==> src/hdl/bpc_pkg.sv <==
`timescale 1ns / 1ps
// ----------------------------------------------------------------------------
// bpc_pkg
// Shared types and constants of the button press classifier: per-button
// state word, phase and kind codes, register indexes.
// ----------------------------------------------------------------------------
package bpc_pkg;

    localparam int NUM_BUTTONS = 2;
    localparam int BTN_W       = 1;
    localparam int COUNT_WIDTH = 20;
    localparam int CFG_IDX_W   = 2;
    localparam int CFG_DATA_W  = 20;

    localparam logic [COUNT_WIDTH-1:0] CNT_MAX = {COUNT_WIDTH{1'b1}};

    typedef logic [COUNT_WIDTH-1:0] t_count;

    typedef enum logic [2:0] {
        PH_IDLE     = 3'd0,
        PH_FELL     = 3'd1,
        PH_HELD     = 3'd2,
        PH_ROSE     = 3'd3,
        PH_RELEASED = 3'd4,
        PH_DONE     = 3'd5
    } t_phase;

    typedef enum logic [1:0] {
        KIND_NONE  = 2'd0,
        KIND_SHORT = 2'd1,
        KIND_LONG  = 2'd2,
        KIND_STUCK = 2'd3
    } t_kind;

    typedef enum logic [CFG_IDX_W-1:0] {
        CFG_SHORT_THRESHOLD = 2'd0,
        CFG_LONG_THRESHOLD  = 2'd1,
        CFG_STUCK_THRESHOLD = 2'd2,
        CFG_POWER_INDEX     = 2'd3
    } t_cfg_idx;

    typedef struct packed {
        logic   last_level;
        t_phase phase;
        t_count held_ticks;
        t_count released_ticks;
        logic   pending_flag;
        t_kind  press_type;
    } t_btn_state;

    localparam t_btn_state STATE_RESET = '{
        last_level:     1'b0,
        phase:          PH_IDLE,
        held_ticks:     '0,
        released_ticks: '0,
        pending_flag:   1'b0,
        press_type:     KIND_NONE
    };

    function automatic t_count sat_inc(input t_count v);
        return (v == CNT_MAX) ? CNT_MAX : v + 1'b1;
    endfunction

endpackage

==> src/hdl/bpc_state_mem.sv <==
`timescale 1ns / 1ps
// ----------------------------------------------------------------------------
// bpc_state_mem
// Per-button state memory: one write port, one registered read port.
// Entries not yet written read as the reset state.
// ----------------------------------------------------------------------------
module bpc_state_mem (
    input  logic                         i_clk,
    input  logic                         i_rst_n,
    input  logic                         i_wr_en,
    input  logic [bpc_pkg::BTN_W-1:0]    i_wr_addr,
    input  bpc_pkg::t_btn_state          i_wr_data,
    input  logic                         i_rd_en,
    input  logic [bpc_pkg::BTN_W-1:0]    i_rd_addr,
    output bpc_pkg::t_btn_state          o_rd_data
);
    import bpc_pkg::*;

    t_btn_state                mem [NUM_BUTTONS];
    logic [NUM_BUTTONS-1:0]    r_valid;
    t_btn_state                r_rd_data;

    always_ff @(posedge i_clk) begin
        if (!i_rst_n) begin
            r_valid <= '0;
        end else if (i_wr_en) begin
            r_valid[i_wr_addr] <= 1'b1;
        end
    end

    always_ff @(posedge i_clk) begin
        if (i_wr_en) begin
            mem[i_wr_addr] <= i_wr_data;
        end
    end

    // read returns the old word on a same-address write; the caller forwards
    always_ff @(posedge i_clk) begin
        if (i_rd_en) begin
            r_rd_data <= r_valid[i_rd_addr] ? mem[i_rd_addr] : STATE_RESET;
        end
    end

    assign o_rd_data = r_rd_data;

endmodule

==> src/hdl/button_press_classifier.sv <==
`timescale 1ns / 1ps
// ----------------------------------------------------------------------------
// button_press_classifier
// Classifies active-low button samples into short, long and stuck presses,
// with level-triggered behavior for the power button.
// ----------------------------------------------------------------------------
//  channel | direction | handshake               | payload
//  --------+-----------+-------------------------+------------------------------
//  in      | to block  | i_in_valid / o_in_ready | i_button_id, i_pin_level
//  out     | from block| o_out_valid/ i_out_ready| o_report_button, o_press_flag,
//          |           |                         | o_press_kind, o_updated
//  cfg     | to block  | i_cfg_valid/ o_cfg_ready| i_cfg_index, i_cfg_data
//
//  One request per cycle sustained while the output is not stalled. The
//  accept edge reads the button's state word from the state memory; when the
//  update stage advances, it updates the word, writes it back and loads the
//  output register. A same-button request right behind is served by
//  forwarding the written word. Synchronous active-low reset; no clearing pass.
//  A stalled output holds the update stage, which then stops accepting requests.
// ----------------------------------------------------------------------------
module button_press_classifier (
    input  logic                              i_clk,
    input  logic                              i_rst_n,
    input  logic                              i_in_valid,
    output logic                              o_in_ready,
    input  logic [bpc_pkg::BTN_W-1:0]         i_button_id,
    input  logic                              i_pin_level,
    output logic                              o_out_valid,
    input  logic                              i_out_ready,
    output logic [bpc_pkg::BTN_W-1:0]         o_report_button,
    output logic                              o_press_flag,
    output logic [1:0]                        o_press_kind,
    output logic                              o_updated,
    input  logic                              i_cfg_valid,
    output logic                              o_cfg_ready,
    input  logic [bpc_pkg::CFG_IDX_W-1:0]     i_cfg_index,
    input  logic [bpc_pkg::CFG_DATA_W-1:0]    i_cfg_data
);
    import bpc_pkg::*;

    t_count              r_short_thr;
    t_count              r_long_thr;
    t_count              r_stuck_thr;
    logic [BTN_W-1:0]    r_power_idx;

    logic                r_s1_valid;
    logic [BTN_W-1:0]    r_s1_button;
    logic                r_s1_pin;
    logic                r_fwd_hit;
    t_btn_state          r_fwd_state;

    logic                r_out_valid;
    logic [BTN_W-1:0]    r_out_button;
    logic                r_out_flag;
    t_kind               r_out_kind;
    logic                r_out_updated;

    logic                in_accept;
    logic                s1_advance;
    t_btn_state          rd_state;
    t_btn_state          cur_state;
    t_btn_state          n_state;
    logic                pwr;
    logic                n_updated;

    // ------------------------------------------------------------------ config
    assign o_cfg_ready = 1'b1;

    always_ff @(posedge i_clk) begin
        if (!i_rst_n) begin
            r_short_thr <= t_count'(5);
            r_long_thr  <= t_count'(100);
            r_stuck_thr <= t_count'(1000);
            r_power_idx <= BTN_W'(1);
        end else if (i_cfg_valid) begin
            unique case (t_cfg_idx'(i_cfg_index))
                CFG_SHORT_THRESHOLD: r_short_thr <= i_cfg_data;
                CFG_LONG_THRESHOLD:  r_long_thr  <= i_cfg_data;
                CFG_STUCK_THRESHOLD: r_stuck_thr <= i_cfg_data;
                CFG_POWER_INDEX:     r_power_idx <= i_cfg_data[BTN_W-1:0];
                default: ;
            endcase
        end
    end

    // --------------------------------------------------------------- handshake
    assign s1_advance = r_s1_valid && (!r_out_valid || i_out_ready);
    assign o_in_ready = !r_s1_valid || s1_advance;
    assign in_accept  = i_in_valid && o_in_ready;

    bpc_state_mem u_state_mem (
        .i_clk     (i_clk),
        .i_rst_n   (i_rst_n),
        .i_wr_en   (s1_advance),
        .i_wr_addr (r_s1_button),
        .i_wr_data (n_state),
        .i_rd_en   (in_accept),
        .i_rd_addr (i_button_id),
        .o_rd_data (rd_state)
    );

    always_ff @(posedge i_clk) begin
        if (!i_rst_n) begin
            r_s1_valid <= 1'b0;
            r_fwd_hit  <= 1'b0;
        end else begin
            if (in_accept) begin
                r_s1_valid <= 1'b1;
                r_fwd_hit  <= s1_advance && (r_s1_button == i_button_id);
            end else if (s1_advance) begin
                r_s1_valid <= 1'b0;
                r_fwd_hit  <= 1'b0;
            end
        end
    end

    always_ff @(posedge i_clk) begin
        if (in_accept) begin
            r_s1_button <= i_button_id;
            r_s1_pin    <= i_pin_level;
            r_fwd_state <= n_state;
        end
    end

    // ------------------------------------------------------------ state update
    assign cur_state = r_fwd_hit ? r_fwd_state : rd_state;
    assign pwr       = (r_s1_button == r_power_idx);

    always_comb begin
        n_state = cur_state;

        case ({r_s1_pin, cur_state.last_level})
            2'b00: begin
                n_state.phase          = PH_HELD;
                n_state.held_ticks     = sat_inc(n_state.held_ticks);
                n_state.released_ticks = '0;
            end
            2'b10: begin
                n_state.phase          = PH_ROSE;
                n_state.held_ticks     = sat_inc(n_state.held_ticks);
                n_state.released_ticks = '0;
            end
            2'b11: begin
                if (n_state.phase == PH_HELD || n_state.phase == PH_ROSE) begin
                    n_state.phase = PH_RELEASED;
                end else if (n_state.phase == PH_DONE) begin
                    n_state.held_ticks = '0;
                end
                if (n_state.released_ticks < r_long_thr) begin
                    n_state.released_ticks = sat_inc(n_state.released_ticks);
                end
            end
            default: begin
                n_state.released_ticks = '0;
                n_state.phase          = PH_FELL;
                n_state.held_ticks     = sat_inc(n_state.held_ticks);
            end
        endcase

        // power button: a short release clears a pending press
        if (n_state.released_ticks >= r_short_thr && n_state.released_ticks < r_long_thr &&
            pwr && n_state.phase == PH_RELEASED && n_state.pending_flag) begin
            n_state.pending_flag   = 1'b0;
            n_state.press_type     = KIND_LONG;
            n_state.released_ticks = r_long_thr;
            n_state.phase          = PH_IDLE;
        end

        if (n_state.held_ticks >= r_short_thr && n_state.held_ticks < r_long_thr) begin
            if (pwr) begin
                if (n_state.phase == PH_HELD) begin
                    n_state.pending_flag   = 1'b1;
                    n_state.press_type     = KIND_LONG;
                    n_state.held_ticks     = '0;
                    n_state.released_ticks = '0;
                    n_state.phase          = PH_DONE;
                end
            end else if (n_state.phase == PH_RELEASED) begin
                n_state.pending_flag   = 1'b1;
                n_state.press_type     = KIND_SHORT;
                n_state.held_ticks     = '0;
                n_state.released_ticks = '0;
                n_state.phase          = PH_DONE;
            end
        end else if (n_state.held_ticks >= r_long_thr &&
                     n_state.held_ticks < r_stuck_thr) begin
            if (n_state.phase == PH_RELEASED) begin
                n_state.pending_flag = 1'b1;
                n_state.press_type   = KIND_LONG;
                n_state.held_ticks   = '0;
                n_state.phase        = PH_DONE;
            end
        end else if (n_state.held_ticks >= r_stuck_thr) begin
            if (n_state.phase == PH_RELEASED) begin
                n_state.pending_flag = 1'b0;
                n_state.press_type   = KIND_STUCK;
                n_state.held_ticks   = '0;
                n_state.phase        = PH_DONE;
            end
        end

        n_state.last_level = r_s1_pin;
    end

    assign n_updated = (n_state.pending_flag != cur_state.pending_flag) ||
                       (n_state.press_type != cur_state.press_type);

    // ----------------------------------------------------------- output stage
    always_ff @(posedge i_clk) begin
        if (!i_rst_n) begin
            r_out_valid <= 1'b0;
        end else if (s1_advance) begin
            r_out_valid <= 1'b1;
        end else if (i_out_ready) begin
            r_out_valid <= 1'b0;
        end
    end

    always_ff @(posedge i_clk) begin
        if (s1_advance) begin
            r_out_button  <= r_s1_button;
            r_out_flag    <= n_state.pending_flag;
            r_out_kind    <= n_state.press_type;
            r_out_updated <= n_updated;
        end
    end

    assign o_out_valid     = r_out_valid;
    assign o_report_button = r_out_button;
    assign o_press_flag    = r_out_flag;
    assign o_press_kind    = r_out_kind;
    assign o_updated       = r_out_updated;

endmodule

==> config.mk <==
export PLATFORM = sky130hd
export DESIGN_NAME = button_press_classifier
export DESIGN_NICKNAME = d
export VERILOG_FILES = /design/src/hdl/bpc_pkg.sv /design/src/hdl/bpc_state_mem.sv /design/src/hdl/button_press_classifier.sv
export SDC_FILE = /design/constraint.sdc
export NUM_CORES = 1
export LEC_CHECK = 0
export BUFFER_PORTS_ARGS = -buffer_cell sky130_fd_sc_hd__buf_2
export CORE_MARGIN = 4
export CORE_UTILIZATION = 60
export DETAILED_ROUTE_END_ITERATION = 12
export PLACE_DENSITY = 0.8
export SETUP_SLACK_MARGIN = 0.1
export SLEW_MARGIN = 20
export SYNTH_ARGS = -nofsm -noshare
export SYNTH_HDL_FRONTEND = slang
export SYNTH_SLANG_ARGS = --single-unit
==> constraint.sdc <==
create_clock -name i_clk -period 7.99 [get_ports i_clk]
set_input_delay 0.3995 -clock i_clk [delete_from_list [all_inputs] [get_ports i_clk]]
set_output_delay 0.3995 -clock i_clk [all_outputs]
set_load 0.01 [all_outputs]
* Word-level counts from Yosys, hierarchy flattened *
Memories as Yosys holds them, arrays and structs flattened. A register that Yosys moved wholly into a read port is not among the register bits.
Index checks and enable logic that the tools add are counted.

word-level totals
  register bits after elaboration = 120
  memory bits (writable) = 94
  input port bits = 29
  output and inout bits = 8
  word-level logic and storage cells = 111
  memories = 1

memory list
  memory           words  bits a word  read ports  clocked after Yosys merged registers in  write ports  RTL line             text
  u_state_mem.mem  2      47           1           1                                        1            bpc_state_mem.sv:19  t_btn_state mem [NUM_BUTTONS];

cells by class
  $add $sub $neg = 2
  $lt $le $gt $ge = 11
  equality and inequality tests = 17
  muxes and demuxes = 34
  bitwise operators = 1
  reductions and logical operators = 25

operators by type and width
  cell                   number
  $mux 46                3
  $pmux 43 s3            1
  $mux 20                6
  $mux 23                5
  $ge 20x20->1           4
  $lt 20x20->1           4
  $mux 47                1
  $add 20x1->20 const B  2
  $eq 20x20->1 const B   2
  $mux 3                 7
  $logic_and 1x1->1      10
  $mux 1                 10
  $eq 3x2->1 const B     3
  $eq 3x3->1 const B     3
  $eq 2x2->1 const B     4
  $reduce_and 2->1       4
  $logic_not 2->1        2
  $logic_or 1x1->1       4
  $lt 1x2->1 const B     2
  $reduce_bool 2->1      2
  $logic_not 1->1        3
  $eq 1x1->1             2
  $eq 2x1->1 const B     1
  $ne 2x2->1             1
  4 further kinds        4

* Logic depth before layout (Yosys ltp) *
  word-level depth = 18
  depth in mapped cells = 31
  mapped depth without buffers = 22

* Cells and area by module *
From an unflattened synthesis, not the netlist that was laid out.

second synthesis, totals
  cell total of the unflattened synthesis = 1368
  area total of the unflattened synthesis = 14682.8 um^2

modules (own cells, without submodules)
  module                   instances  cells an instance  area an instance (um^2)  sequential area each (um^2)
  button_press_classifier  1          1160               9855.7                   2902.8
  bpc_state_mem            1          208                4827.1                   4274.1

* Worst setup path before layout *
No wires, ideal clock.

  path type = reg2reg
  start = register r_fwd_hit
  end = register r_fwd_state[43] (netlist name) (data pin)
  library setup time = 0.274 ns
  arrival time = 6.559 ns
  data required time = 7.716 ns
  setup slack = 1.157 ns
  cell stages (with the launch flop) = 27
  path buffers = 8
  period minus slack after synthesis = 6.833 ns
  path through = dfxtp_1 > buf_6 > buf_6 > buf_6 > buf_6 > buf_6 > buf_2 > buf_1 > mux2_2 > ha_1 > and4_2 > a211oi_1 > o21ai_2 > clkbuf_1 > or4b_1 > xor2_1 > a21oi_1 > ha_1 > a21o_1 > a21o_1 > a21o_1 > a221o_1 > a221oi_1 > inv_1 > a221oi_4 > a21boi_2 > or3_1

RTL lines
  item                    RTL line                        text
  from (decl)             button_press_classifier.sv:49   logic r_fwd_hit;
  from (signal assigned)  button_press_classifier.sv:109  r_fwd_hit <= s1_advance && (r_s1_button == i_button_id);
  to (signal assigned)    button_press_classifier.sv:121  r_fwd_state <= n_state;
  to (decl)               button_press_classifier.sv:50   t_btn_state r_fwd_state;

==> results.toml <==
[final_layout]
num_antenna_cells = 0
final_cell_mix = "edfxtp_1 (195), nand2_1 (194), nor2_1 (122)"
drive_above_1_share_pct = 10.4
stdcell_area_mm2 = 0.0161
final_util_pct = 66.2
syn_to_final_growth_pct = 8.94
layout.nets = 1568
final_common_cell = "edfxtp_1"

[cts]
numCtsBuffers = 27
clockBufferDepth = 3
hold_buffers = 0
cts_max_level = 1
cts_resized = 0
cts-root-buf = "clkbuf_16"
cts_sinks = 261
clk_latency_ps = 550
post_cts_buffers = 0
clk_pin_slew_ps = 60
cts_tree = "built"

[pwr]
clkPwrFrac_pct = 38.5
seq_power_share_pct = 47.8
powerDensity_mw_per_mm2 = 205
power.share.switching_pct = 25.7
worst_ir_drop_vdd_uv = 180
p_comb_share_pct = 13.7
p_leak_nw = 6.18
finalPower_mw = 3.30
intPower_mw = 2.45
power_switching_uw = 846

[yosys]
synthArstFlopShare_pct = 0
synth_top_flop_cell = "edfxtp_1"
ys_seq_area_share_pct = 48.7
syn_inst = 1399
yosysUniqueCellTypes = 80
yosysWarnings = 0
netlist_area_mm2 = 0.0147
postSynthAreaPerCell_um2 = 10.5
synth_nets = 1546
synth_edf_count = 195
yosys_register_bits = 261

[critical_path]
worstPathArrival_ps = 7530
cp_max_fo = 49
r2r-end = "u_state_mem.mem[0][20]$_DFFE_PP_"
worstSetupEndpointType = "flop"
path_class = "flop to flop"
worstReg2RegStart = "r_fwd_hit$_SDFFE_PN0P_"
startpoint_type = "flop"
ff2ff_path_depth = 21
cp.required_ps = 8270
r2r_slack_ps = 740

[drt]
via_per_inst = 6.22
postRouteAntennaNets = 0
drt_wl_total_mm = 37.8
wl_per_cell_um = 21.4
drc = 0
vias = 10980
drt_pass1_iterations = 6
drtIter0Drc = 1017

[hold_path]
hold_depth = 1
holdCritPathClass = "primary input to flop"
min_to = "r_s1_pin$_DFFE_PP_"
min-delay-start = "i_pin_level"

[timing]
finClkSkew_ps = 22.2
fin_crit_ps = 7250
finalCritPeriodShare_pct = 90.8
slew_violations = 0
tightest_slew_ps = 1130
max_freq_ghz = 0.138
setup_ws_ps = 737
hold_viol = 0
slew_headroom_pct = 23.9
setup_violations = 0
rsz0062_at_grt = "no"
fin_tns_setup_ps = 0

[placement]
placed_cell_area_mm2 = 0.0152
hpwlAfterDp_mm = 27.0
gp_congestion = 0.993
port_buffers = 35
place_ws_ps = 844

[floorplanning]
row_count = 57
die_h_um = 165
io_pins = 37
core_mm2 = 0.0242
die_area_mm2 = 0.0271
start_util_pct = 60.8
die_x_um = 165

[global_route]
track_usage_pct = 28.0
grt_pass1_wl_mm = 58.9
grt_max_degree = 72
grt-ovfl-total = 0
antenna_found_initial = 0
grt_pass1_vias = 10532

[run_status]
status = "completed"

[flow_run]
drv_cap = 0
through the flow:
stage,hold slack [ps],cells
2_1_floorplan,440,1399
3_3_place_gp,451,1716
3_5_place_dp,459,1716
4_1_cts,22.7,1765
5_1_grt,23.0,1765
6_report,35.8,1765
area by class of cell:
cell class / instances / area (um^2)
clock buffers: 34 / 703
clock inverters: 15 / 180
fillers: 1879 / 8200
inverters: 76 / 285
multi-input cells: 1005 / 7010
flip-flops and latches: 261 / 7180
well taps: 324 / 405
repair buffers: 50 / 288
worst max path at each step:
stage	start	endpoint	slack (ps)	depth (start not counted)
detailed placement	r_fwd_hit$_SDFFE_PN0P_	u_state_mem.mem[0][20]$_DFFE_PP_	840	21
finish	r_fwd_hit$_SDFFE_PN0P_	u_state_mem.mem[0][20]$_DFFE_PP_	740	21
CTS	r_fwd_hit$_SDFFE_PN0P_	u_state_mem.mem[0][20]$_DFFE_PP_	850	21
floorplan	r_fwd_hit$_SDFFE_PN0P_	r_fwd_state[43]$_DFFE_PP_	1160	26
global placement	r_fwd_hit$_SDFFE_PN0P_	u_state_mem.mem[0][20]$_DFFE_PP_	980	21
global route	r_fwd_hit$_SDFFE_PN0P_	u_state_mem.mem[0][20]$_DFFE_PP_	330	21
worst max-delay path, cell delays in order (launching register included):
cell and delay [ps]:
dfxtp_4 630, buf_4 580, mux2i_1 200, inv_1 90
ha_1 140, inv_1 80, a221oi_2 310, nand4_1 210
or3_1 490, nor2_1 150, a31oi_1 320, a21oi_1 650
ha_1 370, and4_1 210, and4_1 210, a221o_1 290
a311o_1 410, nor2_1 420, o21ai_2 390, buf_4 330
and2_1 170, mux2_2 290
routing by layer:
metal  vias up  wire length (um)  global-route usage (%)
li1       5146                 -                       -
met1      5318             17000                    41.1
met5         -                 0                       0
met3        86              2740                    4.02
met4         0              1280                    9.07
met2       430             16900                    43.1
cells by family (layout without fill, tap and decap cells):
family                     after synthesis  after routing  share of synthesized area (%)
xor gates and xnor gates                25             25                           1.49
buffers and inverters                  133            175                           3.94
muxes                                  106            106                           7.46
DFF                                    261            261                           48.7
AOI/OAI and AO/OA                      291            291                           14.0
other                                    1              1                         0.0254
adders and majority gates              118            118                           10.0
and+or+nand+nor                        464            464                           14.4
sequential cells by signal (all words and copies together), names as in the netlist:
| signal | cells |
|---|---|
| r_stuck_thr | 20 |
| r_s1_pin | 1 |
| r_power_idx | 1 |
| r_s1_button | 1 |
| r_s1_valid | 1 |
| o_updated | 1 |
| u_state_mem.r_valid | 2 |
| o_report_button | 1 |
| o_out_valid | 1 |
| r_long_thr | 20 |
| u_state_mem.o_rd_data | 47 |
| r_short_thr | 20 |
| r_fwd_hit | 1 |
| u_state_mem.mem | 94 |
| r_fwd_state | 47 |
| o_press_flag | 1 |
| o_press_kind | 2 |
power groups by stage:
stage          clock (mW)  combinational [mW]  sequential [mW]
5_1_grt              1.35               0.501             1.58
4_1_cts              1.28               0.447             1.57
3_3_place_gp            0               0.429             1.60
3_5_place_dp            0               0.444             1.60
6_report             1.27               0.453             1.58
2_1_floorplan           0               0.315             1.59
synthesized netlist by cell type (4+ instances only):
library cell / count / share of area, %
and4_1: 5 / 0.30
nand2b_1: 10 / 0.42
nor3_1: 16 / 0.54
or3_1: 4 / 0.17
nand2_1: 194 / 4.9
dfxtp_1: 66 / 9.0
nand4_1: 14 / 0.59
nor4_1: 4 / 0.17
mux2_2: 20 / 1.5
xnor2_1: 15 / 0.89
nand3b_1: 9 / 0.46
a31o_2: 5 / 0.30
buf_1: 4 / 0.10
nor3b_1: 4 / 0.20
a21boi_0: 52 / 2.6
o21ai_0: 40 / 1.4
nor2_1: 123 / 3.1
a21oi_1: 73 / 2.5
and2_1: 9 / 0.38
o211ai_1: 19 / 0.97
a21o_1: 20 / 1.0
clkbuf_1: 39 / 0.99
nand3_1: 34 / 1.2
xor2_1: 10 / 0.59
a221oi_1: 6 / 0.36
edfxtp_1: 195 / 40
o21a_1: 11 / 0.56
ha_1: 118 / 10
a31oi_1: 4 / 0.17
a211oi_1: 13 / 0.66
or2_2: 6 / 0.25
inv_1: 76 / 1.9
mux2i_1: 85 / 5.8
and3_1: 6 / 0.25
nor2b_1: 11 / 0.47
a32o_1: 6 / 0.41
buf_6: 9 / 0.69
Power figures use the tool's default switching activity.
